File: config.mk
export PLATFORM = sky130hd
export DESIGN_NAME = sha_ram
export DESIGN_NICKNAME = d
export VERILOG_FILES = /design/src/hdl/single_head_attention_softmax_assert.svh /design/src/hdl/sha_ram.sv
export SDC_FILE = /design/constraint.sdc
export NUM_CORES = 2
export LEC_CHECK = 0
export ABC_CLOCK_PERIOD_IN_PS = 4470
export BUFFER_PORTS_ARGS = -buffer_cell sky130_fd_sc_hd__buf_4
export CORE_MARGIN = 2
export CORE_UTILIZATION = 58
export DETAILED_ROUTE_END_ITERATION = 6
export PLACE_DENSITY = 0.8
export SLEW_MARGIN = 20
export SYNTH_ARGS = -nofsm -noshare
export SYNTH_HDL_FRONTEND = slang
export SYNTH_SLANG_ARGS = --single-unit
File: constraint.sdc
create_clock -name clk_i -period 4.47 [get_ports clk_i]
set_input_delay 0.894 -clock clk_i [delete_from_list [all_inputs] [get_ports clk_i]]
set_output_delay 0.894 -clock clk_i [all_outputs]
set_load 0.01 [all_outputs]
File: src/hdl/single_head_attention_softmax_assert.svh
// Assertion macros for the attention softmax block.
// Expects clk_i and rst_ni in the scope of each use; no other dependencies.
`ifndef SINGLE_HEAD_ATTENTION_SOFTMAX_ASSERT_SVH
`define SINGLE_HEAD_ATTENTION_SOFTMAX_ASSERT_SVH
`ifndef SYNTH
// Same-cycle implication.
`define SHA_ASSERT_IMP(lbl, ante, cons, msg) \
  lbl: assert property (@(posedge clk_i) disable iff (!rst_ni) (ante) |-> (cons)) \
    else $error(msg);
// Next-cycle implication.
`define SHA_ASSERT_NXT(lbl, ante, cons, msg) \
  lbl: assert property (@(posedge clk_i) disable iff (!rst_ni) (ante) |=> (cons)) \
    else $error(msg);
`else
`define SHA_ASSERT_IMP(lbl, ante, cons, msg)
`define SHA_ASSERT_NXT(lbl, ante, cons, msg)
`endif
`endif

File: src/hdl/sha_ram.sv
// Generic single-write, single-read RAM with registered read data.
// No dependencies.
`timescale 1ns / 1ps

module sha_ram #(
  parameter int WIDTH = 16,
  parameter int DEPTH = 256
) (
  input  logic                     clk_i,
  input  logic                     we_i,
  input  logic [$clog2(DEPTH)-1:0] waddr_i,
  input  logic [WIDTH-1:0]         wdata_i,
  input  logic [$clog2(DEPTH)-1:0] raddr_i,
  output logic [WIDTH-1:0]         rdata_o
);

  logic [WIDTH-1:0] mem_q [DEPTH];
  logic [WIDTH-1:0] rdata_q;

  always_ff @(posedge clk_i) begin
    if (we_i) begin
      mem_q[waddr_i] <= wdata_i;
    end
    rdata_q <= mem_q[raddr_i];
  end

  assign rdata_o = rdata_q;

endmodule

; ---- Word level (Yosys, flattened, before mapping)
; Memories as Yosys holds them, arrays and structs flattened. A register that Yosys moved wholly into a read port is not among the register bits.
; Index checks and enable logic that the tools add are counted.
[totals]
inputBits = 34
memories = 1
ramBits = 4096
out_inout_bits = 16
regBits = 0
word_cells = 3
[memory_table]
columns = name, words, width, read_ports, rd_ports_with_merged_regs, wr, line
row1 = mem_q, 256, 16, 1, 1, 1, sha_ram.sv:17  ; logic [WIDTH-1:0] mem_q [DEPTH];
[op_classes]
muxes = 2
[op_table]
columns = operator, count
row1 = $mux W1, 2

; ---- Longest topological paths before layout
[logic_depth]
word_depth = 2
ltp_mapped = 12

; ---- Worst setup path before layout
; No wires, ideal clock.
[synth_timing]
kind = in2reg
startpoint = input port waddr_i[3]
endpoint = memory mem_q[235][0] (enable)
n_path_buf = 3
setup_slack_ps = 1411
t_required_ps = 4082
arrival_ps = 2671
path_stages = 6
cell_sequence = clkbuf_1 nor2b_1 clkbuf_1 nand4_1 clkbuf_1 nor2_1
[synth_lines]
columns = item, line
row1 = from (decl), sha_ram.sv:11  ; input logic [$clog2(DEPTH)-1:0] waddr_i,
row2 = to (decl), sha_ram.sv:17
; Straight into the memory's write port.

==> parameters.txt <==
Parameter                              Value

Status
  Outcome    complete, but fails checks
  Failing checks    DRC

Worst hold path
  Worst hold path depth    1
  Worst Hold Endpoint    mem_q[80][11]
  Hold Startpoint    wdata_i[11]
  Hold Crit Class    in2reg

Critical path
  Worst reg2reg setup slack    1450 ps
  Worst EP arrival    4480 ps
  Largest driver fanout on the critical path    28
  Kind of start point of the critical path    primary input
  Worst R2R Path Depth    6
  Required time at the worst-slack endpoint    5240 ps
  Endpoint of the lowest-slack register-to-register path    rdata_o[14]
  Critical path type    in2reg
  Crit. End Element    flip-flop
  Reg-to-reg startpoint    mem_q[52][14]

Clocking
  Maximum clock insertion buffer count    4
  Number of H-tree levels    5
  Clock-pin slew on the worst setup and hold paths    60 ps
  Number of buffers created by CTS    394
  Number of buffers inserted for hold repair after clock tree synthesis    0
  Number of setup buffers added after CTS    0
  Clock insertion delay at the later pin of the skew report    920 ps
  Number of instances resized during post-cts repair    0
  Number of sinks handled by clock tree synthesis    4112
  CTS tree    yes
  Root Driver    clkbuf_16

Timing
  Final TNS setup    0 ps
  Tcrit/Tclk final    0.828
  Worst clock skew    63.9 ps
  Count of final hold-check violations    0
  Setup repair after global routing missed its margin    false
  Least-Margin Pin Slew    1260 ps
  Headroom to the max-slew limit    0.158
  Final-report max-slew violation count    0
  Maximum achievable frequency    270 MHz
  Number of setup violations in the final report    0
  Tmin final    3700 ps

Placement
  Placed wire-length estimate    246000 um
  Port buffer count    49
  Global placement routability congestion    0.930

GRT
  Total overflow reported by the global router    0
  First-pass GRT wire length    604000 um
  Maximum number of pins on one net before global-route repair    150
  Number of antenna violations at the first check in global routing    32
  Overall Global Routing Usage    0.305
  Number of global-route vias before repair    81785

Yosys
  Register area share after synthesis    0.777
  Top flip-flop cell by instance count after synthesis    edfxtp_1
  Async set-reset flop share out of synthesis    0
  Count of state elements after synthesis    4112
  EDFF count, synth    4096
  Netlist area before placement    159000 um^2
  Mean instance size in the synthesized netlist    21.6 um^2
  Netlist cell types    52
  Synthesized net count    7394
  Total of warnings raised by yosys    0
  Cells after Synth    7360

Floorplanning
  Die area    278000 um^2
  Starting Density    0.582
  Ports placed on the boundary    50
  Row Count    192
  Placeable core region    273000 um^2
  Vertical die dimension    527 um
  X dimension of the die    527 um

Cells and area
  Fraction of final layout cells sized beyond drive strength 1    0.252
  Area delta synth->final    12.8%
  Filler cell count in the final layout    16399
  Layout Nets    7962

Routing
  Number of design-rule violations left by the first detailed-router iteration    13937
  Number of routed nets with antenna violations    0
  Mean number of vias per cell    7.00
  Overall via count from detail_route    82871
  Pre-antenna DRT Iters    7
  Final routed wirelength across all metal layers    425000 um
  Remaining routing DRC violations    2
  Routed WL per cell    35.9 um

Power and ir drop
  Power density over the cells    443 nW/um^2
  Final Power    79.3 mW
  Worst vdd rail ir drop    0.406 mV
  Lkg Pwr    57.2 nW

Run
  Reported max-cap violation count    0
report_power, final:
part           switching (mW)  internal, mW  leakage, nW
logic                    2.70          1.45         14.2
registers              0.0829          42.5         36.9
clock network            14.2          18.3         6.05
worst max-delay path by stage:
stage                           from            end  slack [ps]  cells after the start
after floorplan           waddr_i[3]  mem_q[235][0]        1410                      6
after global placement    raddr_i[0]     rdata_o[9]         150                     11
after detailed placement  raddr_i[1]     rdata_o[2]          90                     10
after CTS                 raddr_i[1]     rdata_o[2]         980                     10
after global routing      raddr_i[1]     rdata_o[2]         760                     10
final                     raddr_i[1]     rdata_o[2]         770                     10
Yosys cell counts (all sizes together) (4+ instances only):
master	n	area share
a2111oi	6	0.00033
a211oi	18	0.00085
a21oi	175	0.0055
a221oi	28	0.0015
a22o	32	0.0018
a22oi	43	0.0020
a31oi	6	0.00024
and3	11	0.00043
buf	222	0.011
clkbuf	230	0.0054
dfxtp	16	0.0020
edfxtp	4096	0.77
inv	4	0.000095
mux2	88	0.0062
mux2i	565	0.036
mux4	797	0.11
nand2	38	0.00090
nand3	35	0.0011
nand4	26	0.0010
nor2	304	0.0072
nor2b	9	0.00035
nor3	92	0.0029
nor4	18	0.00075
o21ai	38	0.0012
o221ai	253	0.014
o22ai	148	0.0058
o31ai	16	0.00076
o32ai	21	0.0012
or2	5	0.00020
area by class of cell:
cell class | count | area, um^2 | share of cell area
antenna | 17 | 42.5 | 0.000238
clock buffer | 484 | 10300 | 0.0575
clock inverter | 225 | 2180 | 0.0122
inverter | 4 | 27.5 | 0.000154
multi-input combinational | 2792 | 32800 | 0.183
sequential | 4112 | 123000 | 0.689
tap | 3589 | 4490 | 0.0251
timing repair buffer | 624 | 5830 | 0.0326
through the flow:
stage,instance area [um^2],hold slack (ps),std cells,setup slack [ps],util
6_report,179000,385,11847,768,0.656
5_1_grt,179000,354,11834,758,0.656
4_1_cts,179000,468,11826,976,0.655
3_5_place_dp,166000,988,11117,87.6,0.609
3_3_place_gp,166000,970,11117,154,0.609
2_1_floorplan,159000,854,7360,1410,-
placed cells by master (no fill, tap or decap), drive strengths merged, types with 33 or more instances in the layout:
cell type  Yosys  routed
o21ai         38      38
bufinv         0      33
clkbuf       230     484
o221ai       253     253
nand2         38      38
clkinv         0     167
a22oi         43      43
nand3         35      35
mux4         797     797
edfxtp      4096    4096
nor2         304     304
a21oi        175     175
mux2i        565     565
nor3          92      92
buf          222     624
mux2          88      88
o22ai        148     148
critical path, stage by stage:
cell and delay (ps):
buf_8 400, nand2b_4 330, buf_4 310, buf_4 220, o221ai_1 420, o22ai_1 180, nor3_1 820, o32ai_1 270
buf_4 240, nor4_1 320
per-layer routing:
| metal | global-route usage | up-vias | part of all wire |
|---|---|---|---|
| li1 | - | 32356 | - |
| met1 | 0.413 | 42426 | 0.34 |
| met2 | 0.473 | 6884 | 0.47 |
| met3 | 0.0742 | 1189 | 0.13 |
| met4 | 0.144 | 16 | 0.058 |
| met5 | 0 | - | 0.00038 |
registers in the layout, indices dropped and copies added (netlist names):
name / count
mem_q: 4096
rdata_o: 16
cells by family after synthesis:
logic type	synth area share
AOI/OAI and AO/OA	0.0354
buffers and inverters	0.0169
DFF	0.777
muxes	0.155
and+or+nand+nor	0.0157
Note: power is estimated with default switching activity, not from simulation.
