## src/hdl/single_head_attention_softmax_assert.svh

```systemverilog
// Assertion macros for the attention softmax block.
// Expects clk_i and rst_ni in the scope of each use; no other dependencies.
`ifndef SINGLE_HEAD_ATTENTION_SOFTMAX_ASSERT_SVH
`define SINGLE_HEAD_ATTENTION_SOFTMAX_ASSERT_SVH
`ifndef SYNTH
// Same-cycle implication.
`define SHA_ASSERT_IMP(lbl, ante, cons, msg) \
  lbl: assert property (@(posedge clk_i) disable iff (!rst_ni) (ante) |-> (cons)) \
    else $error(msg);
// Next-cycle implication.
`define SHA_ASSERT_NXT(lbl, ante, cons, msg) \
  lbl: assert property (@(posedge clk_i) disable iff (!rst_ni) (ante) |=> (cons)) \
    else $error(msg);
`else
`define SHA_ASSERT_IMP(lbl, ante, cons, msg)
`define SHA_ASSERT_NXT(lbl, ante, cons, msg)
`endif
`endif

```

## src/hdl/sha_div.sv

```systemverilog
// Iterative divider: (num * 2^16 + den / 2) / den, one quotient bit per cycle.
// No dependencies. Quotient must fit 17 bits (num <= den).
`timescale 1ns / 1ps

module sha_div #(
  parameter int SUM_W = 27
) (
  input  logic             clk_i,
  input  logic             rst_ni,
  input  logic             start_i,
  input  logic [16:0]      num_i,
  input  logic [SUM_W-1:0] den_i,
  output logic             done_o,
  output logic [16:0]      quot_o
);

  localparam int NumW = 34;
  localparam int RemW = SUM_W + 1;

  logic [NumW-1:0]  dividend;
  logic [RemW-1:0]  trial;
  logic             fits;
  logic [RemW-1:0]  rem_q, rem_d;
  logic [16:0]      low_q, low_d;
  logic [SUM_W-1:0] den_q, den_d;
  logic [4:0]       cnt_q, cnt_d;
  logic             run_q, run_d;
  logic             done_q, done_d;

  assign dividend = NumW'({num_i, 16'd0}) + NumW'(den_i >> 1);
  assign trial    = {rem_q[SUM_W-1:0], low_q[16]};
  assign fits     = trial >= {1'b0, den_q};

  always_comb begin
    rem_d  = rem_q;
    low_d  = low_q;
    den_d  = den_q;
    cnt_d  = cnt_q;
    run_d  = run_q;
    done_d = 1'b0;
    if (start_i) begin
      // upper part is already below den, so 17 steps give the quotient
      rem_d = RemW'(dividend >> 17);
      low_d = dividend[16:0];
      den_d = den_i;
      cnt_d = 5'd17;
      run_d = 1'b1;
    end else if (run_q) begin
      rem_d = fits ? (trial - {1'b0, den_q}) : trial;
      low_d = {low_q[15:0], fits};
      cnt_d = cnt_q - 5'd1;
      if (cnt_q == 5'd1) begin
        run_d  = 1'b0;
        done_d = 1'b1;
      end
    end
  end

  always_ff @(posedge clk_i or negedge rst_ni) begin
    if (!rst_ni) begin
      cnt_q  <= '0;
      run_q  <= 1'b0;
      done_q <= 1'b0;
    end else begin
      cnt_q  <= cnt_d;
      run_q  <= run_d;
      done_q <= done_d;
    end
  end

  always_ff @(posedge clk_i) begin
    rem_q <= rem_d;
    low_q <= low_d;
    den_q <= den_d;
  end

  assign done_o = done_q;
  assign quot_o = low_q;

endmodule

```

## config.mk

```make
export PLATFORM = sky130hd
export DESIGN_NAME = sha_div
export DESIGN_NICKNAME = d
export VERILOG_FILES = /design/src/hdl/single_head_attention_softmax_assert.svh /design/src/hdl/sha_div.sv
export SDC_FILE = /design/constraint.sdc
export NUM_CORES = 1
export LEC_CHECK = 0
export BUFFER_PORTS_ARGS = -buffer_cell sky130_fd_sc_hd__buf_4
export CORE_UTILIZATION = 28
export CTS_CLUSTER_DIAMETER = 40
export DETAILED_ROUTE_END_ITERATION = 10
export PLACE_DENSITY = 0.41
export SYNTH_ARGS = -nofsm -noshare
export SYNTH_HDL_FRONTEND = slang
export SYNTH_SLANG_ARGS = --single-unit
```

## constraint.sdc

```tcl
create_clock -name clk_i -period 3.49 [get_ports clk_i]
set_input_delay 0 -clock clk_i [delete_from_list [all_inputs] [get_ports clk_i]]
set_output_delay 0 -clock clk_i [all_outputs]
set_load 0.01 [all_outputs]
```

Word level (Yosys, flattened, before mapping)

Cells that the tools add are included.

Flip-flop bits (word level): 78
Word-level logic and storage cells: 26
Bits of input ports: 47

Reduce and logical (&&, ||, !) cells: 1
Muxes and demuxes: 13
Eq/ne operators: 1
Magnitude comparators: 1
Add/subtract/negate cells: 3

Operator list:

| kind                                                               | count |
|---|---|
| 17-bit 2-to-1 mux                                                  | 4 |
| 33-bit by 26-bit adder with 34-bit output                          | 1 |
| 28-bit by 27-bit greater-or-equal comparator with 1-bit output     | 1 |
| 27-bit 2-to-1 mux                                                  | 1 |
| 27-bit subtractor                                                  | 1 |
| 5-bit 2-to-1 mux                                                   | 2 |
| 1-bit 2-to-1 mux                                                   | 6 |
| 5-bit by 1-bit == test with 1-bit output, second input constant    | 1 |
| 5-bit by 1-bit subtractor with 5-bit output, second input constant | 1 |
| 2-bit nonzero test                                                 | 1 |

Logic depth before layout (Yosys ltp)

Gate-level depths: netlist (run 1).

Word-level depth: 4
Gate-level depth with buffers: 12

Worst setup path before layout (run 1)

Ideal clock, no wire load.

Path kind: register to register
Start: register low_q[16] (netlist: quot_o[16])
End: register rem_q[26]
Library setup time: 74 ps
Setup slack: 481 ps
Period minus slack after synthesis: 3,009 ps
Arrival: 2,935 ps
Stages on the path, launching flop included: 12
Cells stage by stage: edfxtp_1 -> inv_1 -> ha_1 -> fa_1 -> nor2b_1 -> o31a_1 -> o41ai_4 -> a2111oi_0 -> nor2_1 -> a311oi_1 -> mux2_2 -> o21ai_0

Longest elaborated chain between the ends: 2
Elaborated cells on any way between the ends: 3
Classes of those cells: 1 x add/sub; 1 x order compare; 1 x mux

RTL lines:

| element                                                                                             | line                         | RTL |
|---|---|---|
| start, declared                                                                                     | sha_div.sv:24                | `logic [16:0] low_q, low_d;` |
| start signal, assigned                                                                              | sha_div.sv:73                | `low_q <= low_d;` |
| 27-bit subtractor or 28-bit by 27-bit greater-or-equal comparator with 1-bit output (tied branches) | sha_div.sv:49, sha_div.sv:32 |  |
| 27-bit 2-to-1 mux *                                                                                 | sha_div.sv:49                | `rem_d = fits ? (trial - {1'b0, den_q}) : trial;` |
| end signal, assigned                                                                                | sha_div.sv:72                | `rem_q <= rem_d;` |
| end, declared                                                                                       | sha_div.sv:23                | `logic [RemW-1:0] rem_q, rem_d;` |

Mark *: on every way between the ends. The rest lies on a longest branch, timed or not.
A chain may end at the register's enable or synchronous reset.

Worst setup path in the final report (run 1)

Same ends and word-level chain as after synthesis.

==> results.py, run 1 <==
metrics = {
    "drt": {
        "vias_per_cell": 4.96,
        "postRouteAntennaNets": 0,
        "routedWlPerCell_um": 16.0,
        "drt_iter0_drc": 239,
        "drt_wl_total_mm": 13.5,
        "drc": 0,
        "via_count": 4189,
        "dr.pass1.iters": 4,
    },
    "sta": {
        "slew_headroom_pct": 56.7,
        "tightest_slew_ns": 0.650,
        "setup_viol": 0,
        "hold_viol": 0,
        "finalCritPeriodShare_pct": 93.3,
        "setup-tns-final_ns": 0,
        "layout_min_cycle_time_ns": 3.26,
        "fin_skew_ns": 0.00972,
        "rsz0062_at_grt": "no",
        "slew_violations": 0,
        "max_freq_mhz": 307,
    },
    "setup_path": {
        "crit_path_max_fanout": 4,
        "reg2reg_depth": 11,
        "timing.rr.start": "quot_o[16]",
        "crit_start": "quot_o[16]",
        "critPathRequiredTime_ns": 3.77,
        "start_kind": "flop",
        "endpoint": "rem_q[26]",
        "r2r-end": "rem_q[26]",
        "crit_path_end_kind": "flop",
        "worstPathArrival_ns": 3.54,
        "reg2reg_slack_ns": 0.23,
        "worstSetupPathType": "reg -> reg",
    },
    "clock_tree": {
        "clk_pin_slew_worst_paths_ns": 0.07,
        "cts-buffers-inserted": 9,
        "cts_buffer_depth": 2,
        "cts_tree": "yes",
        "cts-root-buf": "clkbuf_16",
        "cts-htree-levels": 3,
        "post_cts_buffers": 0,
        "numClockSinks": 78,
        "clk_latency_ns": 0.35,
    },
    "yosys": {
        "synth_area_um2": 5190,
        "synthTopCellsByCount": "edfxtp_1 (61), inv_1 (41), ha_1 (39), a21oi_1 (38), o21ai_0 (36)",
        "synth_nets": 607,
        "synth.top_cell.area_share_pct": 35.3,
        "ys_ff_latch": 78,
        "synth_edf_count": 61,
        "ys_seq_area_share_pct": 42.5,
        "synth.avg_cell_area_um2": 10.0,
        "yosysUniqueCellTypes": 58,
        "yosysMostFrequentCell": "edfxtp_1",
        "netlist_instances": 519,
        "async_flop_share_pct": 8.97,
        "synthTopCellsByArea": "edfxtp_1 (35%), ha_1 (9.4%), mux2_2 (3.9%)",
        "ys.flop_type": "edfxtp_1",
        "yosysTopAreaCell": "edfxtp_1",
        "yosysWarnings": 0,
    },
    "pwr": {
        "intPower_w": 0.00284,
        "powerDensity_nw_per_um2": 712,
        "p_total_w": 0.00465,
        "seqPwrFrac_pct": 31.6,
        "switchingPower_w": 0.00181,
        "comb_power_share_pct": 46.6,
        "p_leak_nw": 2.75,
        "ir_drop_uv": 269,
        "power_frac_clock_pct": 21.7,
        "p_sw_share_pct": 38.9,
    },
    "die": {
        "floorplan.initialDensity_pct": 28.7,
        "die_h_um": 138,
        "dieArea_um2": 19100,
        "io_pins": 65,
        "placementRows": 49,
        "die-width_um": 138,
        "coreArea_um2": 18100,
    },
    "grt": {
        "grt_pass1_vias": 4275,
        "grt_pass1_wl_mm": 22.0,
        "grt_usage_pct": 14.8,
        "grt_max_degree": 56,
        "antenna_found_initial": 0,
        "grt-ovfl-total": 0,
    },
    "final_layout": {
        "drive_gt1_share_pct": 17.7,
        "areaGrowthSynthToFinish_pct": 25.7,
        "fillers": 1810,
        "antennaDiodeCount": 0,
        "fin_nets": 698,
    },
    "flow_run": {
        "cap_violations": 0,
    },
    "status": {
        "status": "completed",
    },
    "place": {
        "gp_congestion": 0.816,
        "io_buffers": 64,
        "dp_hpwl_mm": 10.2,
    },
    "worst_hold_path": {
        "whs_path_depth": 3,
        "hp-class": "in -> reg",
    },
}
==> sequential cells by signal, indices dropped and copies added, names as in the netlist <==
register / cells
quot_o: 17
run_q: 1
den_q: 27
cnt_q: 5
rem_q: 27
done_o: 1
==> power by group through the flow <==
stage	Clock, W	Combinational, W	Sequential [W]
finish	0.00101	0.00217	0.00147
global route	0.00107	0.00244	0.00150
CTS	0.00104	0.00219	0.00147
detailed placement	0	0.00214	0.00148
global placement	0	0.00215	0.00148
floorplan	0	0.00159	0.00145
==> stage by stage <==
stage          worst slack, ns  utilization [%]  instance area (um2)  instances  hold slack (ns)
2_1_floorplan            0.481                -                 5190        519           -0.296
3_3_place_gp             0.289             32.7                 5920        799           -0.182
3_5_place_dp             0.174             32.7                 5920        799           -0.179
4_1_cts                  0.140             36.1                 6530        844           0.0574
5_1_grt                 0.0640             36.1                 6530        844           0.0933
6_report                 0.233             36.1                 6530        844           0.0637
==> worst max-delay path: stages (launching register included) <==
cell and delay, ns:
edfxtp_1 0.36, inv_1 0.05, ha_1 0.22, fa_1 0.39, nor2b_1 0.20, o31a_1 0.24
o41ai_4 0.11, a2111oi_1 0.55, nor2_1 0.10, a311oi_1 0.46, mux2_2 0.38, o21ai_0 0.14
==> final cells by class <==
cell class	instances	area (um2)	area share (%)
Clock buffer	10	250	3.83
Clock inverter	6	65.1	0.996
Inverter	41	154	2.36
Multi-Input combinational cell	381	2750	42.1
Sequential cell	78	2210	33.8
Tap cell	229	287	4.39
Timing Repair Buffer	99	816	12.5
==> per-layer routing <==
| metal | part of all wire [%] | vias up | GRT usage, % |
|---|---|---|---|
| met4 | 2.3 | 0 | 6.62 |
| met5 | 0 | - | 0 |
| met1 | 46 | 2006 | 18.7 |
| li1 | - | 2104 | - |
| met2 | 49 | 64 | 25.4 |
| met3 | 2.6 | 15 | 1.97 |
==> placed cells by master (no fill, tap or decap), types with 4 or more instances in the layout <==
cell	netlist	final
buf_4	0	70
edfxtp_1	61	61
inv_1	41	41
ha_1	39	39
a21oi_1	38	38
o21ai_0	36	36
nor2_1	33	33
nand2_1	31	31
dlygate4sd3_1	0	29
xnor2_1	20	20
nand3_1	18	18
mux2_2	18	18
a21o_1	13	13
a211oi_1	13	13
xor2_1	12	12
clkbuf_16	0	10
dfxtp_1	10	10
nand2b_1	9	9
mux2i_1	9	9
o21a_1	8	8
nand4_1	7	7
dfrtp_1	7	7
and3_1	6	6
nor3_1	6	6
nor2b_1	5	5
o31ai_1	5	5
o21bai_1	5	5
or3_1	4	4
a22oi_1	4	4
==> worst min path at each step <==
stage | to | from | slack (ns)
after floorplan | cnt_q[0] | rst_ni | -0.30
after global placement | done_o | rst_ni | -0.18
after detailed placement | done_o | rst_ni | -0.18
after CTS | rem_q[11] | num_i[12] | 0.06
after global routing | rem_q[11] | num_i[12] | 0.09
final | rem_q[11] | num_i[12] | 0.06
==> kinds of logic after synthesis <==
group                      count (synthesis)  share of synthesized area, %
AOI/OAI and AO/OA                        151                          19.6
and+or+nand+nor                          130                          12.2
DFF                                       78                          42.5
buffers and inverters                     60                          4.58
adders and majority gates                 41                          10.2
xor gates and xnor gates                  32                          5.40
muxes                                     27                          5.64
==> what timing repair did <==
action / CTS / global route
endpoints found under the setup margin: 0 / 1
resized for setup: 0 / 1
hold buffers: 29 / 0
hold endpoints to repair: 49 / 0
(Power assumes the default switching activity.)
==> run 2, diff against run 1 <==
- CTS_BUF_LIST: unset -> sky130_fd_sc_hd__clkbuf_8
==> results.py, run 2 (synthesis results as in run 1) <==
metrics = {
    "clock_tree": {
        "cts-root-buf": "clkbuf_8",
        "clk_pin_slew_worst_paths_ns": 0.09,
        "cts_buffer_depth": 2,
        "cts-htree-levels": 3,
        "numClockSinks": 78,
        "clk_latency_ns": 0.39,
        "cts_tree": "yes",
        "cts-buffers-inserted": 9,
        "post_cts_buffers": 0,
    },
    "sta": {
        "slew_headroom_pct": 56.7,
        "layout_min_cycle_time_ns": 3.26,
        "finalCritPeriodShare_pct": 93.3,
        "setup-tns-final_ns": 0,
        "fin_skew_ns": 0.0132,
        "tightest_slew_ns": 0.650,
        "setup_viol": 0,
        "hold_viol": 0,
        "rsz0062_at_grt": "no",
        "max_freq_mhz": 307,
        "slew_violations": 0,
        "setup_ws_ns": 0.235,
    },
    "die": {
        "placementRows": 49,
        "die-width_um": 138,
        "dieArea_um2": 19100,
        "die_h_um": 138,
        "floorplan.initialDensity_pct": 28.7,
        "coreArea_um2": 18100,
        "io_pins": 65,
    },
    "grt": {
        "grt_pass1_wl_mm": 22.0,
        "grt_usage_pct": 14.9,
        "grt_pass1_vias": 4270,
        "grt_max_degree": 56,
        "grt-ovfl-total": 0,
        "antenna_found_initial": 0,
    },
    "drt": {
        "drc": 0,
        "vias_per_cell": 4.97,
        "postRouteAntennaNets": 0,
        "dr.pass1.iters": 4,
        "drt_wl_total_mm": 13.6,
        "routedWlPerCell_um": 16.1,
        "via_count": 4192,
        "drt_iter0_drc": 281,
    },
    "setup_path": {
        "crit_path_max_fanout": 4,
        "worstSetupPathType": "reg -> reg",
        "cpLargestDelayFamily": "compound AO/OA/AOI/OAI gates",
        "crit_path_top_delay_cell": "a2111oi_1",
        "reg2reg_slack_ns": 0.23,
        "worstPathCellList": "inv_1 -> ha_1 -> fa_1 -> nor2b_1 -> o31a_1 -> o41ai_4 -> a2111oi_1 -> nor2_1 -> a311oi_1 -> mux2_2 -> o21ai_0",
        "cpPeakStageDelay_ns": 0.55,
        "critPathRequiredTime_ns": 3.81,
        "start_kind": "flop",
        "crit_path_end_kind": "flop",
        "path_buf_inv": 1,
        "worstPathArrival_ns": 3.58,
    },
    "final_layout": {
        "regArea_um2": 2210,
        "layout_common_cells": "buf_4 (70), edfxtp_1 (61), inv_1 (41)",
        "antennaDiodeCount": 0,
        "fillers": 1819,
        "finalInstanceArea_um2": 6430,
        "instances_no_fill": 844,
        "areaGrowthSynthToFinish_pct": 23.8,
        "multi_input_area_um2": 2750,
        "final_common_cell": "buf_4",
        "drive_gt1_share_pct": 17.7,
        "fin_nets": 698,
    },
    "place": {
        "dp_hpwl_mm": 10.2,
        "dpl_cell_area_um2": 5920,
        "dpl_worst_slack_ns": 0.174,
        "io_buffers": 64,
        "dp_cells": 799,
        "gp_congestion": 0.816,
    },
    "pwr": {
        "p_leak_nw": 2.71,
        "p_total_w": 0.00443,
        "powerDensity_nw_per_um2": 688,
        "ir_drop_uv": 260,
    },
    "status": {
        "status": "completed",
    },
    "worst_hold_path": {
        "hp-class": "in -> reg",
    },
    "flow_run": {
        "cap_violations": 0,
    },
}
==> run 2: layer usage <==
layer / GRT usage [%] / vias to the layer above / wire [um]
li1: - / 2097 / -
met1: 18.8 / 2009 / 6390
met2: 25.1 / 70 / 6510
met3: 2.08 / 16 / 371
met4: 6.80 / 0 / 324
met5: 0 / - / 0
==> run 2: cell type report <==
type	instances	share of cell area (%)
Clock buffer	9	1.93
Clock inverter	7	1.48
Inverter	41	2.39
Multi-Input combinational cell	381	42.8
Sequential cell	78	34.3
Tap cell	229	4.45
Timing Repair Buffer	99	12.7
==> run 2: timing repair <==
item,in CTS,in global routing
hold endpoints to repair,50,0
hold buffers,29,0
endpoints found under the setup margin,0,1
gates resized for setup,0,1
==> run 2: through the flow <==
stage	utilization (%)	hold WS (ns)
global route	35.6	0.0552
floorplan	-	-0.296
CTS	35.6	0.0122
detailed placement	32.7	-0.179
global placement	32.7	-0.182
finish	35.6	0.0230
==> run 2: path summary, 6_finish.rpt <==
| path | startpoint | end | cells after the start |
|---|---|---|---|
| hold / removal | num_i[12] | rem_q[11] | 3 |
| setup / recovery | quot_o[16] | rem_q[26] | 11 |
| hold reg to reg | rem_q[26] | rem_q[26] | 2 |
| max in group asynchronous | rst_ni | cnt_q[1] | 3 |
| setup reg to reg | quot_o[16] | rem_q[26] | 11 |
| min in group asynchronous | rst_ni | done_o | 3 |
==> run 2: report_power, final <==
part,total [W],switching [W],internal [W]
Sequential,0.00147,0.000172,0.00129
Clock,0.000793,0.000387,0.000406
Combinational,0.00217,0.00123,0.000943
==> run 2: worst register-to-register path: cells and delay by family, from the launching register on <==
kind / cells / cell delay, ns
AOI/OAI and AO/OA: 5 / 1.50
adders and majority gates: 2 / 0.61
muxes: 1 / 0.38
DFF: 1 / 0.37
and+or+nand+nor: 2 / 0.30
buffers and inverters: 1 / 0.05
==> run 3, diff against run 2 <==
==> constraint.sdc (replaced) <==
create_clock -name clk_i -period 3.49 [get_ports clk_i]
set_input_delay 0.1745 -clock clk_i [delete_from_list [all_inputs] [get_ports clk_i]]
set_output_delay 0.1745 -clock clk_i [all_outputs]
set_load 0.01 [all_outputs]
==> results.py, run 3 (synthesis results as in run 1) <==
metrics = {
    "status": {
        "status": "completed",
    },
    "drt": {
        "postRouteAntennaNets": 0,
        "vias_per_cell": 4.98,
        "dr.pass1.iters": 4,
        "via_count": 4203,
        "drt_wl_total_mm": 13.6,
        "drt_iter0_drc": 224,
        "drc": 0,
        "routedWlPerCell_um": 16.2,
    },
    "die": {
        "io_pins": 65,
        "die_h_um": 138,
        "dieArea_um2": 19100,
        "floorplan.initialDensity_pct": 28.7,
        "coreArea_um2": 18100,
        "placementRows": 49,
        "die-width_um": 138,
    },
    "grt": {
        "antenna_found_initial": 0,
        "grt_pass1_wl_mm": 22.0,
        "grt-ovfl-total": 0,
        "grt_max_degree": 40,
        "grt_pass1_vias": 4268,
        "grt_usage_pct": 14.7,
    },
    "final_layout": {
        "instances_no_fill": 844,
        "fin_nets": 698,
        "final_common_cell": "buf_4",
        "layout_common_cells": "buf_4 (70), edfxtp_1 (61), inv_1 (41)",
        "areaGrowthSynthToFinish_pct": 24.5,
        "drive_gt1_share_pct": 18.2,
        "fillers": 1802,
        "antennaDiodeCount": 0,
    },
    "sta": {
        "slew_headroom_pct": 56.5,
        "setup_viol": 0,
        "tightest_slew_ns": 0.651,
        "fin_skew_ns": 0.0149,
        "layout_min_cycle_time_ns": 3.15,
        "rsz0062_at_grt": "no",
        "finalCritPeriodShare_pct": 90.2,
        "slew_violations": 0,
        "max_freq_mhz": 318,
        "hold_viol": 0,
        "setup-tns-final_ns": 0,
    },
    "pwr": {
        "p_leak_nw": 2.72,
        "comb_power_share_pct": 49.1,
        "switchingPower_w": 0.00180,
        "p_sw_share_pct": 40.2,
        "power_frac_clock_pct": 18.2,
        "seqPwrFrac_pct": 32.7,
        "powerDensity_nw_per_um2": 693,
        "intPower_w": 0.00268,
        "ir_drop_uv": 260,
    },
    "clock_tree": {
        "numClockSinks": 78,
        "clk_latency_ns": 0.39,
        "cts-buffers-inserted": 9,
        "clk_pin_slew_worst_paths_ns": 0.10,
        "cts_tree": "yes",
        "post_cts_buffers": 0,
        "cts-htree-levels": 3,
        "cts_buffer_depth": 2,
        "cts-root-buf": "clkbuf_8",
    },
    "setup_path": {
        "worstPathArrival_ns": 3.26,
        "worstSetupPathType": "in -> reg",
        "crit_path_end_kind": "flop",
        "reg2reg_slack_ns": 0.40,
        "timing.rr.start": "quot_o[16]",
        "critPathRequiredTime_ns": 3.60,
        "reg2reg_depth": 11,
        "r2r-end": "rem_q[26]",
        "endpoint": "rem_q[15]",
        "crit_start": "den_i[17]",
        "start_kind": "input pin",
        "crit_path_max_fanout": 4,
    },
    "place": {
        "dp_cells": 800,
        "dp_hpwl_mm": 10.2,
        "io_buffers": 64,
        "gp_congestion": 0.826,
    },
    "worst_hold_path": {
        "hp-class": "in -> async",
    },
    "flow_run": {
        "cap_violations": 0,
    },
}
-- run 3: cell types whose count changed in the layout (fill, tap and decap cells not counted), sizes merged --
cell         change
dlygate4sd3      -1
clkbuf           +1
inv              -1
buf              +1
-- run 3: repair_timing --
item                                   CTS  global route
hold buffers                            28             0
endpoints found under the hold margin   34             0
setup endpoints to repair                0             2
gates resized for setup                  0             3
-- run 3: area by class of cell --
class | count | area [um2] | area share, %
clock inverters | 6 | 92.6 | 1.43
flip-flops and latches | 78 | 2210 | 34.1
multi-input cells | 381 | 2760 | 42.7
repair buffers | 99 | 826 | 12.8
inverters | 41 | 154 | 2.38
clock buffers | 10 | 138 | 2.13
well taps | 229 | 287 | 4.43
-- run 3: critical path: stages --
cell and delay (ns):
dlygate4sd3_1 0.53, buf_4 0.14, ha_1 0.19, fa_1 0.41
a21o_1 0.19, a21oi_1 0.28, o21ai_0 0.28, a311o_1 0.50
and3_1 0.24, xnor2_1 0.20, a21boi_0 0.12
-- run 3: how the worst min path moves through the flow --
stage | to | slack [ns] | depth (start not counted)
after floorplan | cnt_q[0] | -0.12 | 0
after global placement | done_o | -0.007 | 1
after detailed placement | done_o | -0.004 | 1
after CTS | cnt_q[1] | 0.11 | 2
after global routing | cnt_q[1] | 0.12 | 2
final | cnt_q[1] | 0.12 | 2
-- run 3: per-stage QoR --
step | worst slack (ns) | area, um2 | hold slack, ns | total power (W) | util (%)
finish | 0.341 | 6470 | 0.120 | 0.00448 | 35.8
global route | 0.125 | 6470 | 0.121 | 0.00483 | 35.8
CTS | 0.0823 | 6450 | 0.109 | 0.00450 | 35.7
detailed placement | 0.0919 | 5940 | -0.00448 | 0.00364 | 32.9
global placement | 0.300 | 5940 | -0.00741 | 0.00365 | 32.9
floorplan | 0.481 | 5190 | -0.121 | 0.00304 | -
-- run 3: per-layer routing --
metal  up-vias  global-route usage, %  share of wire [%]
li1       2099                      -                  -
met1      1995                   18.5                 47
met2        92                   25.0                 48
met3        17                   2.84                2.8
met4         0                   5.32                1.7
met5         -                      0                  0
-- run 3: power by group through the flow --
stage	Combinational (W)	Clock [W]	Sequential, W
floorplan	0.00159	0	0.00145
global placement	0.00217	0	0.00148
detailed placement	0.00215	0	0.00149
CTS	0.00219	0.000840	0.00147
global route	0.00244	0.000878	0.00150
finish	0.00220	0.000818	0.00147
